==> config.mk <==
export PLATFORM = sky130hd
export DESIGN_NAME = thruster_command_link_watchdog
export DESIGN_NICKNAME = d
export VERILOG_FILES = /design/src/hdl/tclw_pkg.sv /design/src/hdl/tclw_mapper.sv /design/src/hdl/thruster_command_link_watchdog.sv
export SDC_FILE = /design/constraint.sdc
export NUM_CORES = 1
export LEC_CHECK = 0
export ABC_CLOCK_PERIOD_IN_PS = 19600
export BUFFER_PORTS_ARGS = -buffer_cell sky130_fd_sc_hd__buf_2
export CAP_MARGIN = 20
export CORE_UTILIZATION = 55
export DETAILED_ROUTE_END_ITERATION = 8
export PLACE_DENSITY_LB_ADDON = 0.2
export SYNTH_ARGS = -nofsm -noshare
export SYNTH_HDL_FRONTEND = slang
export SYNTH_SLANG_ARGS = --single-unit
==> constraint.sdc <==
create_clock -name clk_i -period 19.6 [get_ports clk_i]
set_clock_uncertainty 0.05 [all_clocks]
set_input_delay 0.98 -clock clk_i [delete_from_list [all_inputs] [get_ports clk_i]]
set_output_delay 0.98 -clock clk_i [all_outputs]
set_load 0.02 [all_outputs]
==> src/hdl/tclw_pkg.sv <==
// shared types, constants and register codes for the thruster command link watchdog
package tclw_pkg;

  // channel limits
  localparam int unsigned MaxChannels = 8;
  localparam int unsigned DefChannels = 8;
  localparam int unsigned ChIdxW      = 3;

  // field widths
  localparam int unsigned PulseW = 12;
  localparam int unsigned ByteW  = 8;
  localparam int unsigned CountW = 4;
  localparam int unsigned CfgIdxW = 3;
  localparam int unsigned CfgDataW = 12;

  // operation codes
  localparam logic [1:0] OpTick  = 2'd0;
  localparam logic [1:0] OpByte  = 2'd1;
  localparam logic [1:0] OpEnd   = 2'd2;

  // register indexes
  localparam logic [CfgIdxW-1:0] RegCommandCode  = 3'd0;
  localparam logic [CfgIdxW-1:0] RegLinkTimeout  = 3'd1;
  localparam logic [CfgIdxW-1:0] RegCtrlPeriod   = 3'd2;
  localparam logic [CfgIdxW-1:0] RegSlowBlink    = 3'd3;
  localparam logic [CfgIdxW-1:0] RegFastBlink    = 3'd4;
  localparam logic [CfgIdxW-1:0] RegPulseMin     = 3'd5;
  localparam logic [CfgIdxW-1:0] RegPulseMax     = 3'd6;
  localparam logic [CfgIdxW-1:0] RegFailsafe     = 3'd7;

  // register reset values
  localparam logic [7:0]  DefCommandCode = 8'h00;
  localparam logic [11:0] DefLinkTimeout = 12'd2000;
  localparam logic [7:0]  DefCtrlPeriod  = 8'd20;
  localparam logic [9:0]  DefSlowBlink   = 10'd500;
  localparam logic [9:0]  DefFastBlink   = 10'd120;
  localparam logic [11:0] DefPulseMin    = 12'd1100;
  localparam logic [11:0] DefPulseMax    = 12'd1900;
  localparam logic [7:0]  DefFailsafe    = 8'd128;

  // state reset values and limits
  localparam logic [7:0]        ThrustReset  = 8'd128;
  localparam logic [PulseW-1:0] PulseReset   = 12'd1501;
  localparam logic [2:0]        FlashToggles = 3'd4;
  localparam logic [11:0]       PktTimerMax  = 12'hFFF;
  localparam logic [7:0]        CtrlTimerMax = 8'hFF;
  localparam logic [9:0]        TogTimerMax  = 10'h3FF;
  localparam logic [CountW-1:0] CountMax     = 4'hF;

  // input beat
  typedef struct packed {
    logic [1:0]       operation;
    logic [ByteW-1:0] data_byte;
  } in_t;

  // output beat
  typedef struct packed {
    logic [PulseW-1:0] width_ch0;
    logic [PulseW-1:0] width_ch1;
    logic [PulseW-1:0] width_ch2;
    logic [PulseW-1:0] width_ch3;
    logic [PulseW-1:0] width_ch4;
    logic [PulseW-1:0] width_ch5;
    logic [PulseW-1:0] width_ch6;
    logic [PulseW-1:0] width_ch7;
    logic              led_on;
    logic              link_lost;
  } out_t;

  // request into the shared width mapper
  typedef struct packed {
    logic              valid;
    logic [ChIdxW-1:0] ch;
    logic [ByteW-1:0]  thrust;
  } map_req_t;

  // response from the shared width mapper
  typedef struct packed {
    logic              valid;
    logic [ChIdxW-1:0] ch;
    logic [PulseW-1:0] width;
  } map_rsp_t;

endpackage

==> src/hdl/tclw_mapper.sv <==
// three-stage shared mapper: thrust byte to pulse width, min +/- v*|max-min|/255
module tclw_mapper (
  input  logic                         clk_i,
  input  logic                         rst_ni,
  input  tclw_pkg::map_req_t           req_i,
  input  logic [tclw_pkg::PulseW-1:0]  pulse_min_i,
  input  logic [tclw_pkg::PulseW-1:0]  pulse_max_i,
  output tclw_pkg::map_rsp_t           rsp_o
);
  import tclw_pkg::*;

  localparam int unsigned ProdW  = ByteW + PulseW;
  localparam int unsigned ScaleW = ProdW + 9;

  // stage registers
  logic              v1_q, v2_q, v3_q;
  logic [ChIdxW-1:0] ch1_q, ch2_q, ch3_q;
  logic              dn1_q, dn2_q;
  logic [ProdW-1:0]  p1_q, p2_q;
  logic [PulseW-1:0] q2_q;
  logic [PulseW-1:0] w3_q;

  logic              dn1_d;
  logic [PulseW-1:0] span;
  logic [ProdW-1:0]  p1_d;
  logic [ScaleW-1:0] scaled;
  logic [PulseW-1:0] q2_d;
  logic [ProdW-1:0]  q255;
  logic [ProdW-1:0]  rem;
  logic [PulseW-1:0] qf;
  logic [PulseW-1:0] w3_d;

  // stage 1: span and product
  always_comb begin
    dn1_d = pulse_max_i < pulse_min_i;
    span  = dn1_d ? (pulse_min_i - pulse_max_i) : (pulse_max_i - pulse_min_i);
    p1_d  = ProdW'(req_i.thrust) * ProdW'(span);
  end

  // stage 2: quotient estimate via 257/65536, never above the true value
  always_comb begin
    scaled = {1'b0, p1_q, 8'b0} + ScaleW'(p1_q);
    q2_d   = PulseW'(scaled >> 16);
  end

  // stage 3: one-step correction and final offset
  always_comb begin
    q255 = {q2_q, 8'b0} - ProdW'(q2_q);
    rem  = p2_q - q255;
    qf   = q2_q + PulseW'(rem >= ProdW'(255));
    w3_d = dn2_q ? (pulse_min_i - qf) : (pulse_min_i + qf);
  end

  // valid pipe
  always_ff @(posedge clk_i or negedge rst_ni) begin
    if (!rst_ni) begin
      v1_q <= 1'b0;
      v2_q <= 1'b0;
      v3_q <= 1'b0;
    end else begin
      v1_q <= req_i.valid;
      v2_q <= v1_q;
      v3_q <= v2_q;
    end
  end

  // data pipe
  always_ff @(posedge clk_i) begin
    ch1_q <= req_i.ch;
    dn1_q <= dn1_d;
    p1_q  <= p1_d;
    ch2_q <= ch1_q;
    dn2_q <= dn1_q;
    p2_q  <= p1_q;
    q2_q  <= q2_d;
    ch3_q <= ch2_q;
    w3_q  <= w3_d;
  end

  assign rsp_o.valid = v3_q;
  assign rsp_o.ch    = ch3_q;
  assign rsp_o.width = w3_q;

endmodule

==> src/hdl/thruster_command_link_watchdog.sv <==
// top level of the thruster command link watchdog: packet intake, timers, led and sequencer
//
//  channel  | direction | handshake              | beat
//  ---------+-----------+------------------------+---------------------------------
//  in       | in        | in_valid_i / in_stall_o | tclw_pkg::in_t (operation, byte)
//  out      | out       | out_valid_o/ out_stall_i| tclw_pkg::out_t (widths, led, lost)
//  cfg      | in        | cfg_valid_i/ cfg_ready_o| register index and write data
//
// a byte, transaction end, unused code or tick that remaps nothing goes from idle straight to the emit state
// a tick that remaps channels passes through the map and drain states: the sequencer feeds the
// shared three-stage mapper one channel per cycle and then waits for it to drain
// in_stall_o is high from the accept until the result is loaded into the output register
// the output register holds one beat, so a new item is taken while it waits on out_stall_i
// reset restores every register default, thrust bytes 128 and widths 1501
module thruster_command_link_watchdog #(
  parameter int unsigned CHANNELS = tclw_pkg::DefChannels
) (
  input  logic                           clk_i,
  input  logic                           rst_ni,
  input  logic                           in_valid_i,
  output logic                           in_stall_o,
  input  tclw_pkg::in_t                  in_data_i,
  output logic                           out_valid_o,
  input  logic                           out_stall_i,
  output tclw_pkg::out_t                 out_data_o,
  input  logic                           cfg_valid_i,
  output logic                           cfg_ready_o,
  input  logic [tclw_pkg::CfgIdxW-1:0]   cfg_index_i,
  input  logic [tclw_pkg::CfgDataW-1:0]  cfg_data_i
);
  import tclw_pkg::*;

  localparam int unsigned PktLen = CHANNELS + 1;
  localparam int unsigned StW    = $clog2(PktLen);
  localparam int unsigned ChW    = (CHANNELS > 1) ? $clog2(CHANNELS) : 1;
  localparam int unsigned CntW   = $clog2(CHANNELS + 1);

  typedef enum logic [1:0] {
    ST_IDLE,
    ST_MAP,
    ST_DRAIN,
    ST_EMIT
  } state_e;

  // configuration registers
  logic [7:0]  cmd_q, cmd_d;
  logic [11:0] timeout_q, timeout_d;
  logic [7:0]  period_q, period_d;
  logic [9:0]  slow_q, slow_d;
  logic [9:0]  fast_q, fast_d;
  logic [11:0] pmin_q, pmin_d;
  logic [11:0] pmax_q, pmax_d;
  logic [7:0]  fsafe_q, fsafe_d;

  // block state
  state_e            state_q, state_d;
  logic [7:0]        thrust_q [CHANNELS];
  logic [7:0]        thrust_d [CHANNELS];
  logic [PulseW-1:0] pulse_q [CHANNELS];
  logic [PulseW-1:0] pulse_d [CHANNELS];
  logic [7:0]        store_q [PktLen];
  logic [CountW-1:0] count_q, count_d;
  logic              fresh_q, fresh_d;
  logic              flash_q, flash_d;
  logic [2:0]        tl_q, tl_d;
  logic              led_q, led_d;
  logic [11:0]       pkt_q, pkt_d;
  logic [7:0]        ctrl_q, ctrl_d;
  logic [9:0]        tog_q, tog_d;
  logic [CntW-1:0]   issue_q, issue_d;
  logic              out_valid_q, out_valid_d;
  out_t              out_q, out_d;

  // datapath helpers
  logic              in_acc;
  logic              cfg_we;
  logic              store_we;
  logic [11:0]       pkt_inc;
  logic [7:0]        ctrl_inc;
  logic [9:0]        tog_inc;
  logic              ctrl_due;
  logic              alive;
  logic [2:0]        tl_f;
  logic [9:0]        tog_f;
  logic [2:0]        tl_u;
  logic [9:0]        tog_u;
  logic              led_u;
  logic              pkt_ok;
  logic [PulseW-1:0] wv [MaxChannels];
  map_req_t          req;
  map_rsp_t          rsp;

  assign in_acc      = in_valid_i && !in_stall_o;
  assign in_stall_o  = state_q != ST_IDLE;
  assign cfg_ready_o = 1'b1;
  assign cfg_we      = cfg_valid_i && cfg_ready_o;
  assign out_valid_o = out_valid_q;
  assign out_data_o  = out_q;

  // saturating timers after one tick
  always_comb begin
    pkt_inc  = (pkt_q < PktTimerMax) ? pkt_q + 12'd1 : pkt_q;
    ctrl_inc = (ctrl_q < CtrlTimerMax) ? ctrl_q + 8'd1 : ctrl_q;
    tog_inc  = (tog_q < TogTimerMax) ? tog_q + 10'd1 : tog_q;
    ctrl_due = ctrl_inc >= period_q;
    alive    = pkt_inc <= timeout_q;
  end

  // led update of one control period
  always_comb begin
    tl_f  = flash_q ? FlashToggles : tl_q;
    tog_f = flash_q ? 10'd0 : tog_inc;
    tl_u  = tl_f;
    tog_u = tog_f;
    led_u = led_q;
    if (tl_f != 3'd0) begin
      if (tog_f >= fast_q) begin
        tog_u = 10'd0;
        led_u = !led_q;
        tl_u  = tl_f - 3'd1;
      end
    end else if (alive) begin
      if (tog_f >= slow_q) begin
        tog_u = 10'd0;
        led_u = !led_q;
      end
    end else begin
      led_u = 1'b0;
    end
  end

  // packet check at transaction end
  assign pkt_ok   = (count_q == CountW'(PktLen)) && (store_q[0] == cmd_q);
  assign store_we = in_acc && (in_data_i.operation == OpByte) && (count_q < CountW'(PktLen));

  // current widths padded to the full channel set
  always_comb begin
    for (int i = 0; i < MaxChannels; i++) begin
      wv[i] = '0;
    end
    for (int i = 0; i < CHANNELS; i++) begin
      wv[i] = pulse_q[i];
    end
  end

  // next-state logic
  always_comb begin
    cmd_d       = cmd_q;
    timeout_d   = timeout_q;
    period_d    = period_q;
    slow_d      = slow_q;
    fast_d      = fast_q;
    pmin_d      = pmin_q;
    pmax_d      = pmax_q;
    fsafe_d     = fsafe_q;
    state_d     = state_q;
    thrust_d    = thrust_q;
    pulse_d     = pulse_q;
    count_d     = count_q;
    fresh_d     = fresh_q;
    flash_d     = flash_q;
    tl_d        = tl_q;
    led_d       = led_q;
    pkt_d       = pkt_q;
    ctrl_d      = ctrl_q;
    tog_d       = tog_q;
    issue_d     = issue_q;
    out_valid_d = out_valid_q;
    out_d       = out_q;
    req.valid   = 1'b0;
    req.ch      = ChIdxW'(issue_q);
    req.thrust  = thrust_q[issue_q[ChW-1:0]];

    // register writes
    if (cfg_we) begin
      unique case (cfg_index_i)
        RegCommandCode: cmd_d     = cfg_data_i[7:0];
        RegLinkTimeout: timeout_d = cfg_data_i[11:0];
        RegCtrlPeriod:  period_d  = cfg_data_i[7:0];
        RegSlowBlink:   slow_d    = cfg_data_i[9:0];
        RegFastBlink:   fast_d    = cfg_data_i[9:0];
        RegPulseMin:    pmin_d    = cfg_data_i[11:0];
        RegPulseMax:    pmax_d    = cfg_data_i[11:0];
        RegFailsafe:    fsafe_d   = cfg_data_i[7:0];
        default: ;
      endcase
    end

    // output beat taken
    if (out_valid_q && !out_stall_i) begin
      out_valid_d = 1'b0;
    end

    // mapper results land in the width registers
    for (int i = 0; i < CHANNELS; i++) begin
      if (rsp.valid && rsp.ch == ChIdxW'(i)) begin
        pulse_d[i] = rsp.width;
      end
    end

    unique case (state_q)
      ST_IDLE: begin
        if (in_acc) begin
          state_d = ST_EMIT;
          case (in_data_i.operation)
            OpTick: begin
              pkt_d  = pkt_inc;
              ctrl_d = ctrl_inc;
              tog_d  = tog_inc;
              if (ctrl_due) begin
                ctrl_d  = 8'd0;
                flash_d = 1'b0;
                tl_d    = tl_u;
                tog_d   = tog_u;
                led_d   = led_u;
                issue_d = '0;
                if (!alive) begin
                  for (int i = 0; i < CHANNELS; i++) begin
                    thrust_d[i] = fsafe_q;
                  end
                  state_d = ST_MAP;
                end else if (fresh_q) begin
                  fresh_d = 1'b0;
                  state_d = ST_MAP;
                end
              end
            end
            OpByte: begin
              if (count_q < CountMax) begin
                count_d = count_q + CountW'(1);
              end
            end
            OpEnd: begin
              if (pkt_ok) begin
                for (int i = 0; i < CHANNELS; i++) begin
                  thrust_d[i] = store_q[i + 1];
                end
                fresh_d = 1'b1;
                flash_d = 1'b1;
                pkt_d   = 12'd0;
              end
              count_d = '0;
            end
            default: ;
          endcase
        end
      end
      ST_MAP: begin
        req.valid = 1'b1;
        if (issue_q == CntW'(CHANNELS - 1)) begin
          state_d = ST_DRAIN;
        end else begin
          issue_d = issue_q + CntW'(1);
        end
      end
      ST_DRAIN: begin
        if (rsp.valid && rsp.ch == ChIdxW'(CHANNELS - 1)) begin
          state_d = ST_EMIT;
        end
      end
      ST_EMIT: begin
        if (!out_valid_q || !out_stall_i) begin
          out_valid_d     = 1'b1;
          out_d.width_ch0 = wv[0];
          out_d.width_ch1 = wv[1];
          out_d.width_ch2 = wv[2];
          out_d.width_ch3 = wv[3];
          out_d.width_ch4 = wv[4];
          out_d.width_ch5 = wv[5];
          out_d.width_ch6 = wv[6];
          out_d.width_ch7 = wv[7];
          out_d.led_on    = led_q;
          out_d.link_lost = pkt_q > timeout_q;
          state_d         = ST_IDLE;
        end
      end
      default: state_d = ST_IDLE;
    endcase
  end

  // state and registered outputs
  always_ff @(posedge clk_i or negedge rst_ni) begin
    if (!rst_ni) begin
      cmd_q       <= DefCommandCode;
      timeout_q   <= DefLinkTimeout;
      period_q    <= DefCtrlPeriod;
      slow_q      <= DefSlowBlink;
      fast_q      <= DefFastBlink;
      pmin_q      <= DefPulseMin;
      pmax_q      <= DefPulseMax;
      fsafe_q     <= DefFailsafe;
      state_q     <= ST_IDLE;
      for (int i = 0; i < CHANNELS; i++) begin
        thrust_q[i] <= ThrustReset;
        pulse_q[i]  <= PulseReset;
      end
      count_q     <= '0;
      fresh_q     <= 1'b0;
      flash_q     <= 1'b0;
      tl_q        <= '0;
      led_q       <= 1'b0;
      pkt_q       <= '0;
      ctrl_q      <= '0;
      tog_q       <= '0;
      issue_q     <= '0;
      out_valid_q <= 1'b0;
      out_q       <= '0;
    end else begin
      cmd_q       <= cmd_d;
      timeout_q   <= timeout_d;
      period_q    <= period_d;
      slow_q      <= slow_d;
      fast_q      <= fast_d;
      pmin_q      <= pmin_d;
      pmax_q      <= pmax_d;
      fsafe_q     <= fsafe_d;
      state_q     <= state_d;
      thrust_q    <= thrust_d;
      pulse_q     <= pulse_d;
      count_q     <= count_d;
      fresh_q     <= fresh_d;
      flash_q     <= flash_d;
      tl_q        <= tl_d;
      led_q       <= led_d;
      pkt_q       <= pkt_d;
      ctrl_q      <= ctrl_d;
      tog_q       <= tog_d;
      issue_q     <= issue_d;
      out_valid_q <= out_valid_d;
      out_q       <= out_d;
    end
  end

  // packet byte store, valid only for bytes written in the current transaction
  always_ff @(posedge clk_i) begin
    if (store_we) begin
      store_q[count_q[StW-1:0]] <= in_data_i.data_byte;
    end
  end

  // shared width mapper
  tclw_mapper u_mapper (
    .clk_i       (clk_i),
    .rst_ni      (rst_ni),
    .req_i       (req),
    .pulse_min_i (pmin_q),
    .pulse_max_i (pmax_q),
    .rsp_o       (rsp)
  );

  // mapper results only arrive while a remap is in flight
  a_rsp_in_map: assert property (@(posedge clk_i) disable iff (!rst_ni)
    rsp.valid |-> (state_q == ST_MAP || state_q == ST_DRAIN))
    else $error("mapper result outside a remap");

  // a new output beat is only produced from the emit state
  a_out_from_emit: assert property (@(posedge clk_i) disable iff (!rst_ni)
    (out_valid_o && !$past(out_valid_o)) |-> $past(state_q == ST_EMIT))
    else $error("output beat not loaded from emit state");

  // an accepted item always leaves idle
  a_acc_leaves_idle: assert property (@(posedge clk_i) disable iff (!rst_ni)
    in_acc |=> (state_q == ST_EMIT || state_q == ST_MAP))
    else $error("accepted item did not start processing");

  // issue counter stays inside the channel range
  a_issue_range: assert property (@(posedge clk_i) disable iff (!rst_ni)
    (state_q == ST_MAP) |-> (issue_q < CntW'(CHANNELS)))
    else $error("channel issue counter out of range");

endmodule
==> impl_metrics.toml, run 1 <==
[status]
status = "completed"

[timing]
period_share_pct = 38.77
fin_tns_setup_ns = 0
rsz0062_at_grt = "no"
fin_crit_ns = 7.600
hold_violations = 0
setup_violations = 0
fmax_ghz = 0.1316
relSlewSlack_pct = 28.51
finalMaxSlewViolations = 0
tightestPinTransition_ns = 1.066

[critical_path]
setup.worst_path.end_class = "register"
critPathMaxFanout = 17
crit_type = "reg2reg"
cp_slowest_stage_delay_ns = 0.70
cp_slowest_cell = "a31oi_2"
path_buf_inv = 4
cp.arrival_ns = 8.09
crit_required_ns = 20.09
cp_top_family = "adder cells"
start_kind = "register"

[die]
ioPinCount = 131
initial_core_util_pct = 56.00
rows = 82
die_h_um = 228.5
coreArea_um2 = 50380
die_width_um = 228.5
dieArea_um2 = 52200

[grt]
grt_max_degree = 109
grt.total_usage_pct = 24.49
grt.overflow.total = 0
grt_antenna_before_repair = 2
grt_pass1_vias = 19356
grt_pass1_wl_um = 102500

[synth]
yosys.area_share.simple_pct = 9.123
synth_top_family_by_area = "adder cells"
ys_warn_count = 0
ys_ff_latch = 535
synthXorXnorAreaFrac_pct = 3.260
synth_nets = 2790
yosysSeqAreaShare_pct = 47.86
synth-compound-area-share_pct = 10.23
netlist_area_um2 = 28210
synth_edf_count = 72
ys_types = 80
syn_area_per_cell_um2 = 11.27
synth_ff_type = "dfrtp_1"
yosys.area_share.adder_pct = 13.14
synthMuxAreaShare_pct = 12.12
synthArstFlopShare_pct = 72.52
synth_cells = 2504

[flow_run]
maxCapViolations = 0

[final_layout]
final_common_cell = "dfrtp_1"
multiInputGateArea_um2 = 13560
fin_nets = 2905
antennaDiodeCount = 0
regArea_um2 = 13500
drive_gt1_share_pct = 24.37
synthToLayoutAreaGrowth_pct = 11.44
fillers = 3965
final_cell_mix = "dfrtp_1, mux2_2, inv_1"

[route]
drc = 0
drt-initial-drc-count = 1182
routedWlPerCell_um = 18.68
vias = 18947
viasPerCell = 5.674
first_pass_iters = 5
drt-total-wl_um = 62390
drtAntennaViolNets = 0

[cts]
clk_latency_ns = 0.63
cts_sinks = 535
htreeDepth = 2
holdBufCountCts = 0
ctsResizeCount = 0
cts_tree = "done"
numCtsBuffers = 56
cts_buffer_depth = 3
cts_root_buffer = "clkbuf_16"
postCtsSetupBuffers = 0
clk_pin_slew_ns = 0.06

[worst_hold_path]
holdCritPathClass = "reg2reg"

[placed_design]
dp_hpwl_um = 44340
finalWeightedCongestion = 0.8632
port_buffers = 129
[layout make-up]
cell class	instances	share of cell area, %
clock buffers	83	5.162
multi-input cells	1666	43.12
repair buffers	156	2.933
flip-flops and latches	535	42.94
inverters	204	2.436
clock inverters	23	0.7283
well taps	672	2.675
[metrics by stage]
| stage | instance area, um^2 | hold WS [ns] | cells | utilization, % | worst slack [ns] |
|---|---|---|---|---|---|
| finish | 31440 | 0.2565 | 3339 | 62.41 | 12.00 |
| detailed placement | 29500 | 0.2697 | 3226 | 58.56 | 12.10 |
| global route | 31440 | 0.2647 | 3339 | 62.41 | 11.39 |
| CTS | 31350 | 0.2559 | 3332 | 62.24 | 12.04 |
| floorplan | 28210 | 0.2596 | 2504 | - | 13.05 |
| global placement | 29450 | 0.2630 | 3223 | 58.45 | 12.26 |
[layer usage]
layer / track usage (%) / part of all wire (%) / wire length, um / up-vias
met5: 0 / 0.042 / 26 / -
met3: 3.830 / 4.5 / 2790 / 115
met1: 32.88 / 44 / 27690 / 9450
li1: - / - / - / 8955
met4: 7.047 / 2.4 / 1491 / 4
met2: 41.13 / 49 / 30390 / 423
[state kept, by name (all words and copies together), names as in the netlist, 4 cells and up]
register / flops
pmax_q: 12
issue_q: 4
count_q: 4
thrust_q: 64
fast_q: 10
pmin_q: 12
timeout_q: 12
u_mapper.w3_q: 12
store_q: 72
out_data_o: 98
u_mapper.q2_q: 12
cmd_q: 8
pkt_q: 12
ctrl_q: 8
fsafe_q: 8
u_mapper.p1_q: 20
pulse_q: 96
slow_q: 10
u_mapper.p2_q: 20
period_q: 8
tog_q: 10
[cells in the mapped netlist (all sizes together) (13+ instances only)]
cell type / count / share of area (%)
nand2b: 35 / 0.78
a21oi: 126 / 2.2
buf: 32 / 0.66
nor3: 27 / 0.52
mux2: 260 / 10
xnor2: 68 / 2.1
inv: 204 / 2.7
o21ai: 227 / 4.0
mux4: 16 / 1.3
nand2: 145 / 1.9
nand3: 45 / 0.80
ha: 189 / 8.4
xor2: 37 / 1.1
o21a: 17 / 0.45
dfstp: 102 / 9.5
dfrtp: 286 / 25
nor2: 120 / 1.6
nand4: 21 / 0.47
a21o: 31 / 0.82
and3: 25 / 0.55
edfxtp: 72 / 7.7
a31oi: 16 / 0.38
fa: 67 / 4.8
clkbuf: 67 / 0.89
and2: 19 / 0.42
dfxtp: 75 / 5.3
nor2b: 34 / 0.75
mux2i: 13 / 0.46
[logic make-up (layout without fill, tap and decap cells)]
group                      Yosys count  in the layout
DFF                                535            535
adders and majority gates          256            256
muxes                              289            289
buffers and inverters              303            466
and+or+nand+nor                    520            520
xor gates and xnor gates           105            105
other                                1              1
AOI/OAI and AO/OA                  495            495
[path summary, 6_finish.rpt]
kind                                   start           endpoint  slack, ns  cells past startpoint
max in group asynchronous             rst_ni           tog_q[2]      16.99                      3
setup / recovery                   pmin_q[2]  u_mapper.p1_q[19]      12.00                     25
setup reg to reg                   pmin_q[2]  u_mapper.p1_q[19]      12.00                     25
hold reg to reg            u_mapper.ch1_q[1]  u_mapper.ch2_q[1]       0.26                      0
min in group asynchronous             rst_ni     out_data_o[15]       0.33                      1
hold / removal             u_mapper.ch1_q[1]  u_mapper.ch2_q[1]       0.26                      0
Power of run 1 is not shown: default switching activity piles up to over one toggle a cycle in this logic, so the estimate is an artifact.
==> inputs of run 2 (changes only) <==
--- a/config.mk
+++ b/config.mk
@@ -5,7 +5,7 @@
 export SDC_FILE = /design/constraint.sdc
 export NUM_CORES = 1
 export LEC_CHECK = 0
-export ABC_CLOCK_PERIOD_IN_PS = 19600
+export ABC_CLOCK_PERIOD_IN_PS = 7500
 export BUFFER_PORTS_ARGS = -buffer_cell sky130_fd_sc_hd__buf_2
 export CAP_MARGIN = 20
 export CORE_UTILIZATION = 55
==> constraint.sdc (replaced) <==
create_clock -name clk_i -period 7.5 [get_ports clk_i]
set_clock_uncertainty 0.05 [all_clocks]
set_input_delay 0.375 -clock clk_i [delete_from_list [all_inputs] [get_ports clk_i]]
set_output_delay 0.375 -clock clk_i [all_outputs]
set_load 0.02 [all_outputs]
==> run 2 against run 1 <==
Net effect:
- setup slack worse by 12 ns
- utilization rose by 0.38 points
- wire length up 0.75%
- via count hardly changed
- fmax is 7.4% higher
- clock-buffer cell count decreased by 8
- global-route usage about the same
- sequential share of layout area shrank 0.26 points
- non-clock buffer count up 18
- critical path type unchanged
- largest cell class unchanged
==> impl_metrics.toml, run 2 (synthesis gave the netlist of run 1 again) <==
[critical_path]
cp_slowest_cell = "dfstp_2"
r2r-start = "pmin_q[2]"
crit_type = "reg2reg"
rrSetupSlack_ns = 0.42
cp_slowest_stage_delay_ns = 0.56
crit_start = "pmin_q[2]"
start_kind = "register"
cp_top_family = "adder cells"
crit_required_ns = 7.97
setup.worst_path.end_class = "register"
path_buf_inv = 4
critPathMaxFanout = 9
cp.arrival_ns = 7.55

[route]
drc = 0
vias = 18965
routedWlPerCell_um = 18.74
first_pass_iters = 6
drt-initial-drc-count = 1170
viasPerCell = 5.654
drtAntennaViolNets = 0
drt-total-wl_um = 62860

[cts]
clk_latency_ns = 0.61
cts_root_buffer = "clkbuf_16"
cts_tree = "done"
htreeDepth = 2
cts_buffer_depth = 3
numCtsBuffers = 54
clk_pin_slew_ns = 0.06
cts_sinks = 535

[die]
coreArea_um2 = 50380
rows = 82
initial_core_util_pct = 56.00
ioPinCount = 131
die_h_um = 228.5
die_width_um = 228.5
dieArea_um2 = 52200

[flow_run]
maxCapViolations = 0

[grt]
grt_max_degree = 179
grt_pass1_vias = 19520
grt_pass1_wl_um = 102500
grt.overflow.total = 0
grt_antenna_before_repair = 1
grt.total_usage_pct = 24.50

[timing]
hold_violations = 0
relSlewSlack_pct = 24.08
rsz0062_at_grt = "no"
fin_crit_ns = 7.078
finalMaxSlewViolations = 0
period_share_pct = 94.38
tightestPinTransition_ns = 1.132
fin_tns_setup_ns = 0
setup_violations = 0
fmax_ghz = 0.1413
whs_ns = 0.02941

[placed_design]
port_buffers = 129
finalWeightedCongestion = 0.8447
place_area_um2 = 29580
dp_hpwl_um = 44500

[final_layout]
final_cell_mix = "dfrtp_1, mux2_2, inv_1"
design_area_um2 = 31630
utilization_pct = 62.79
largest_reg_flops = 98
final_common_cell = "dfrtp_1"
drive_gt1_share_pct = 24.58
fin_nets = 2921
synthToLayoutAreaGrowth_pct = 12.12

[worst_hold_path]
worstHoldStart = "in_data_i[6]"
holdCritPathClass = "in2reg"

[status]
status = "completed"
==> run 2: final timing paths <==
| kind | cells after the start | endpoint |
|---|---|---|
| max in group asynchronous | 3 | issue_q[3] |
| hold / removal | 1 | store_q[0][6] |
| min in group asynchronous | 2 | out_data_o[15] |
| setup / recovery | 25 | u_mapper.p1_q[16] |
| hold reg to reg | 0 | u_mapper.ch2_q[1] |
| setup reg to reg | 25 | u_mapper.p1_q[16] |
==> run 2: metrics by stage <==
| step | setup slack [ns] | instances |
|---|---|---|
| floorplan | 0.9459 | 2504 |
| global placement | 0.3730 | 3236 |
| detailed placement | 0.2955 | 3238 |
| CTS | 0.2521 | 3349 |
| global route | 0.02703 | 3354 |
| finish | 0.4215 | 3354 |
==> run 2: routing by layer <==
layer	share of wire, %	routed length (um)	vias up	track usage [%]
met5	0	0	-	0
met4	2.2	1375	0	6.774
met3	4.2	2664	97	3.094
met2	50	31340	433	42.78
met1	44	27480	9448	32.02
li1	-	-	8987	-
==> run 2: timing repair <==
item / in CTS / in global routing
resized for setup: 0 / 2
hold buffers: 9 / 0
endpoints found under the hold margin: 80 / 0
setup buffers: 0 / 3
setup endpoints to repair: 0 / 4
==> run 2: worst register-to-register path, cell delays in order (launching register included) <==
cell and delay [ns]:
dfstp_2 0.56, inv_1 0.05, ha_1 0.44, a211oi_1 0.13, nor2_1 0.22, o211ai_2 0.16, a31oi_4 0.36, mux2i_1 0.35
xor2_1 0.21, or2_2 0.35, fa_1 0.39, inv_1 0.10, fa_1 0.39, inv_1 0.08, fa_1 0.43, fa_1 0.54
inv_1 0.04, ha_1 0.34, nand2_1 0.09, o21ai_1 0.09, o41ai_1 0.39, o21ai_0 0.20, or4_1 0.49, a31o_2 0.27
a21oi_1 0.16, xnor2_1 0.13
==> run 2: area by class of cell <==
cell class | instances | area [um^2]
Antenna cell | 1 | 2.502
Clock buffer | 75 | 1520
Clock inverter | 27 | 385.4
Fill cell | 3959 | 18750
Inverter | 204 | 765.7
Multi-Input combinational cell | 1666 | 13570
Sequential cell | 535 | 13500
Tap cell | 672 | 840.8
Timing Repair Buffer | 174 | 1042
Power of run 2 is left out for the same reason.
==> inputs of run 3 (changes only) <==
--- a/config.mk
+++ b/config.mk
@@ -5,7 +5,7 @@
 export SDC_FILE = /design/constraint.sdc
 export NUM_CORES = 1
 export LEC_CHECK = 0
-export ABC_CLOCK_PERIOD_IN_PS = 7500
+export ABC_CLOCK_PERIOD_IN_PS = 7600
 export BUFFER_PORTS_ARGS = -buffer_cell sky130_fd_sc_hd__buf_2
 export CAP_MARGIN = 20
 export CORE_UTILIZATION = 55
==> constraint.sdc (replaced) <==
create_clock -name clk_i -period 7.6 [get_ports clk_i]
set_clock_uncertainty 0.05 [all_clocks]
set_input_delay 0.38 -clock clk_i [delete_from_list [all_inputs] [get_ports clk_i]]
set_output_delay 0.38 -clock clk_i [all_outputs]
set_load 0.02 [all_outputs]
==> run 3 against run 2 <==
Net effect:
- highest routed layer unchanged
- design area down 0.17%
- setup slack better by 0.11 ns
- largest cell class unchanged
- register-to-register slack gained 0.11 ns
- fmax about the same
- wire length down 0.69%
- global-route usage decreased by 0.099 points
- non-clock buffer count down 4
- die area unchanged
- sequential cell count is the same
- final cell count barely moved
- via count shrank 0.21%
- utilization shrank 0.11 points
==> impl_metrics.toml, run 3 (synthesis gave the netlist of run 1 again) <==
[cts]
clk_latency_ns = 0.61
htreeDepth = 2
clk_pin_slew_ns = 0.06
cts_root_buffer = "clkbuf_16"
cts_sinks = 535
cts_buffer_depth = 3
cts_tree = "done"
numCtsBuffers = 54

[route]
drt-total-wl_um = 62430
vias = 18925
drt-initial-drc-count = 1097
drc = 0
routedWlPerCell_um = 18.63
drtAntennaViolNets = 0
viasPerCell = 5.648
first_pass_iters = 5

[final_layout]
fillers = 3904
regArea_um2 = 13500
largest_reg_flops = 98
final_common_cell = "dfrtp_1"
final_cell_mix = "dfrtp_1, mux2_2, inv_1"
fin_nets = 2917
multiInputGateArea_um2 = 13600
final_cells = 3351
drive_gt1_share_pct = 24.62
synthToLayoutAreaGrowth_pct = 11.93

[grt]
grt_pass1_vias = 19234
grt.overflow.total = 0
grt_pass1_wl_um = 102100
grt_antenna_before_repair = 1
grt_max_degree = 166
grt.total_usage_pct = 24.40

[critical_path]
cp_slowest_stage_delay_ns = 0.56
crit_start = "pmin_q[2]"
cp_slowest_cell = "dfstp_2"
r2r-start = "pmin_q[2]"
crit_type = "reg2reg"
critPathMaxFanout = 9
start_kind = "register"
setup.worst_path.end_class = "register"
crit_required_ns = 8.07
cp.arrival_ns = 7.54

[timing]
relSlewSlack_pct = 26.64
finalMaxSlewViolations = 0
hold_violations = 0
rsz0062_at_grt = "no"
fin_crit_ns = 7.071
setup_slack_ns = 0.5285
tightestPinTransition_ns = 1.100
whs_ns = 0.03358
period_share_pct = 93.05
fmax_ghz = 0.1414
setup_violations = 0
fin_tns_setup_ns = 0

[die]
coreArea_um2 = 50380
die_h_um = 228.5
dieArea_um2 = 52200
die_width_um = 228.5
initial_core_util_pct = 56.00
ioPinCount = 131
rows = 82

[placed_design]
port_buffers = 129
finalWeightedCongestion = 0.8627
post-place-ws_ns = 0.3940
dp_hpwl_um = 44110
dp_cells = 3238

[worst_hold_path]
holdCritPathClass = "in2reg"
worstHoldStart = "cfg_data_i[8]"

[status]
status = "completed"

[flow_run]
maxCapViolations = 0
[run 3: worst max-delay path, delay by kind of cell, from the launching register on]
kind / cells / cell delay, ns
fa+ha+maj: 6 / 2.54
mux: 1 / 0.34
compound gates: 8 / 1.65
buf+inv: 4 / 0.26
simple gates: 4 / 1.20
flops: 1 / 0.56
xor+xnor: 2 / 0.38
[run 3: layout make-up]
class | count | share of cell area [%]
antenna | 2 | 0.01585
timing repair buffer | 170 | 3.178
clock buffer | 79 | 4.898
inverter | 204 | 2.425
multi-input combinational | 1666 | 43.06
sequential | 535 | 42.76
tap | 672 | 2.663
clock inverter | 23 | 1.003
[run 3: worst paths after layout]
kind                                          end  slack, ns  depth (start not counted)
max in group asynchronous               slow_q[9]       5.74                          3
worst min register to register  u_mapper.ch2_q[0]       0.25                          0
worst min-delay path                 timeout_q[8]       0.03                          3
min in group asynchronous          out_data_o[16]       0.33                          2
worst max register to register  u_mapper.p1_q[16]       0.53                         25
worst max-delay path            u_mapper.p1_q[16]       0.53                         25
[run 3: layer usage]
| metal | GRT usage (%) | part of all wire (%) | vias up |
|---|---|---|---|
| met5 | 0 | 0 | - |
| met3 | 3.580 | 4.1 | 107 |
| met2 | 41.44 | 49 | 434 |
| li1 | - | - | 9002 |
| met4 | 7.257 | 2.3 | 0 |
| met1 | 32.40 | 45 | 9382 |
[run 3: what timing repair did]
item | in CTS | in global routing
setup endpoints to repair | 0 | 3
hold endpoints to repair | 78 | 0
gates resized for setup | 0 | 6
buffers inserted | 0 | 0
hold buffers | 7 | 0
[run 3: stage by stage]
stage	area [um^2]	util, %
6_report	31580	62.68
4_1_cts	31510	62.54
3_3_place_gp	29560	58.69
3_5_place_dp	29570	58.70
2_1_floorplan	28210	-
5_1_grt	31570	62.67
Power of run 3 is left out for the same reason.
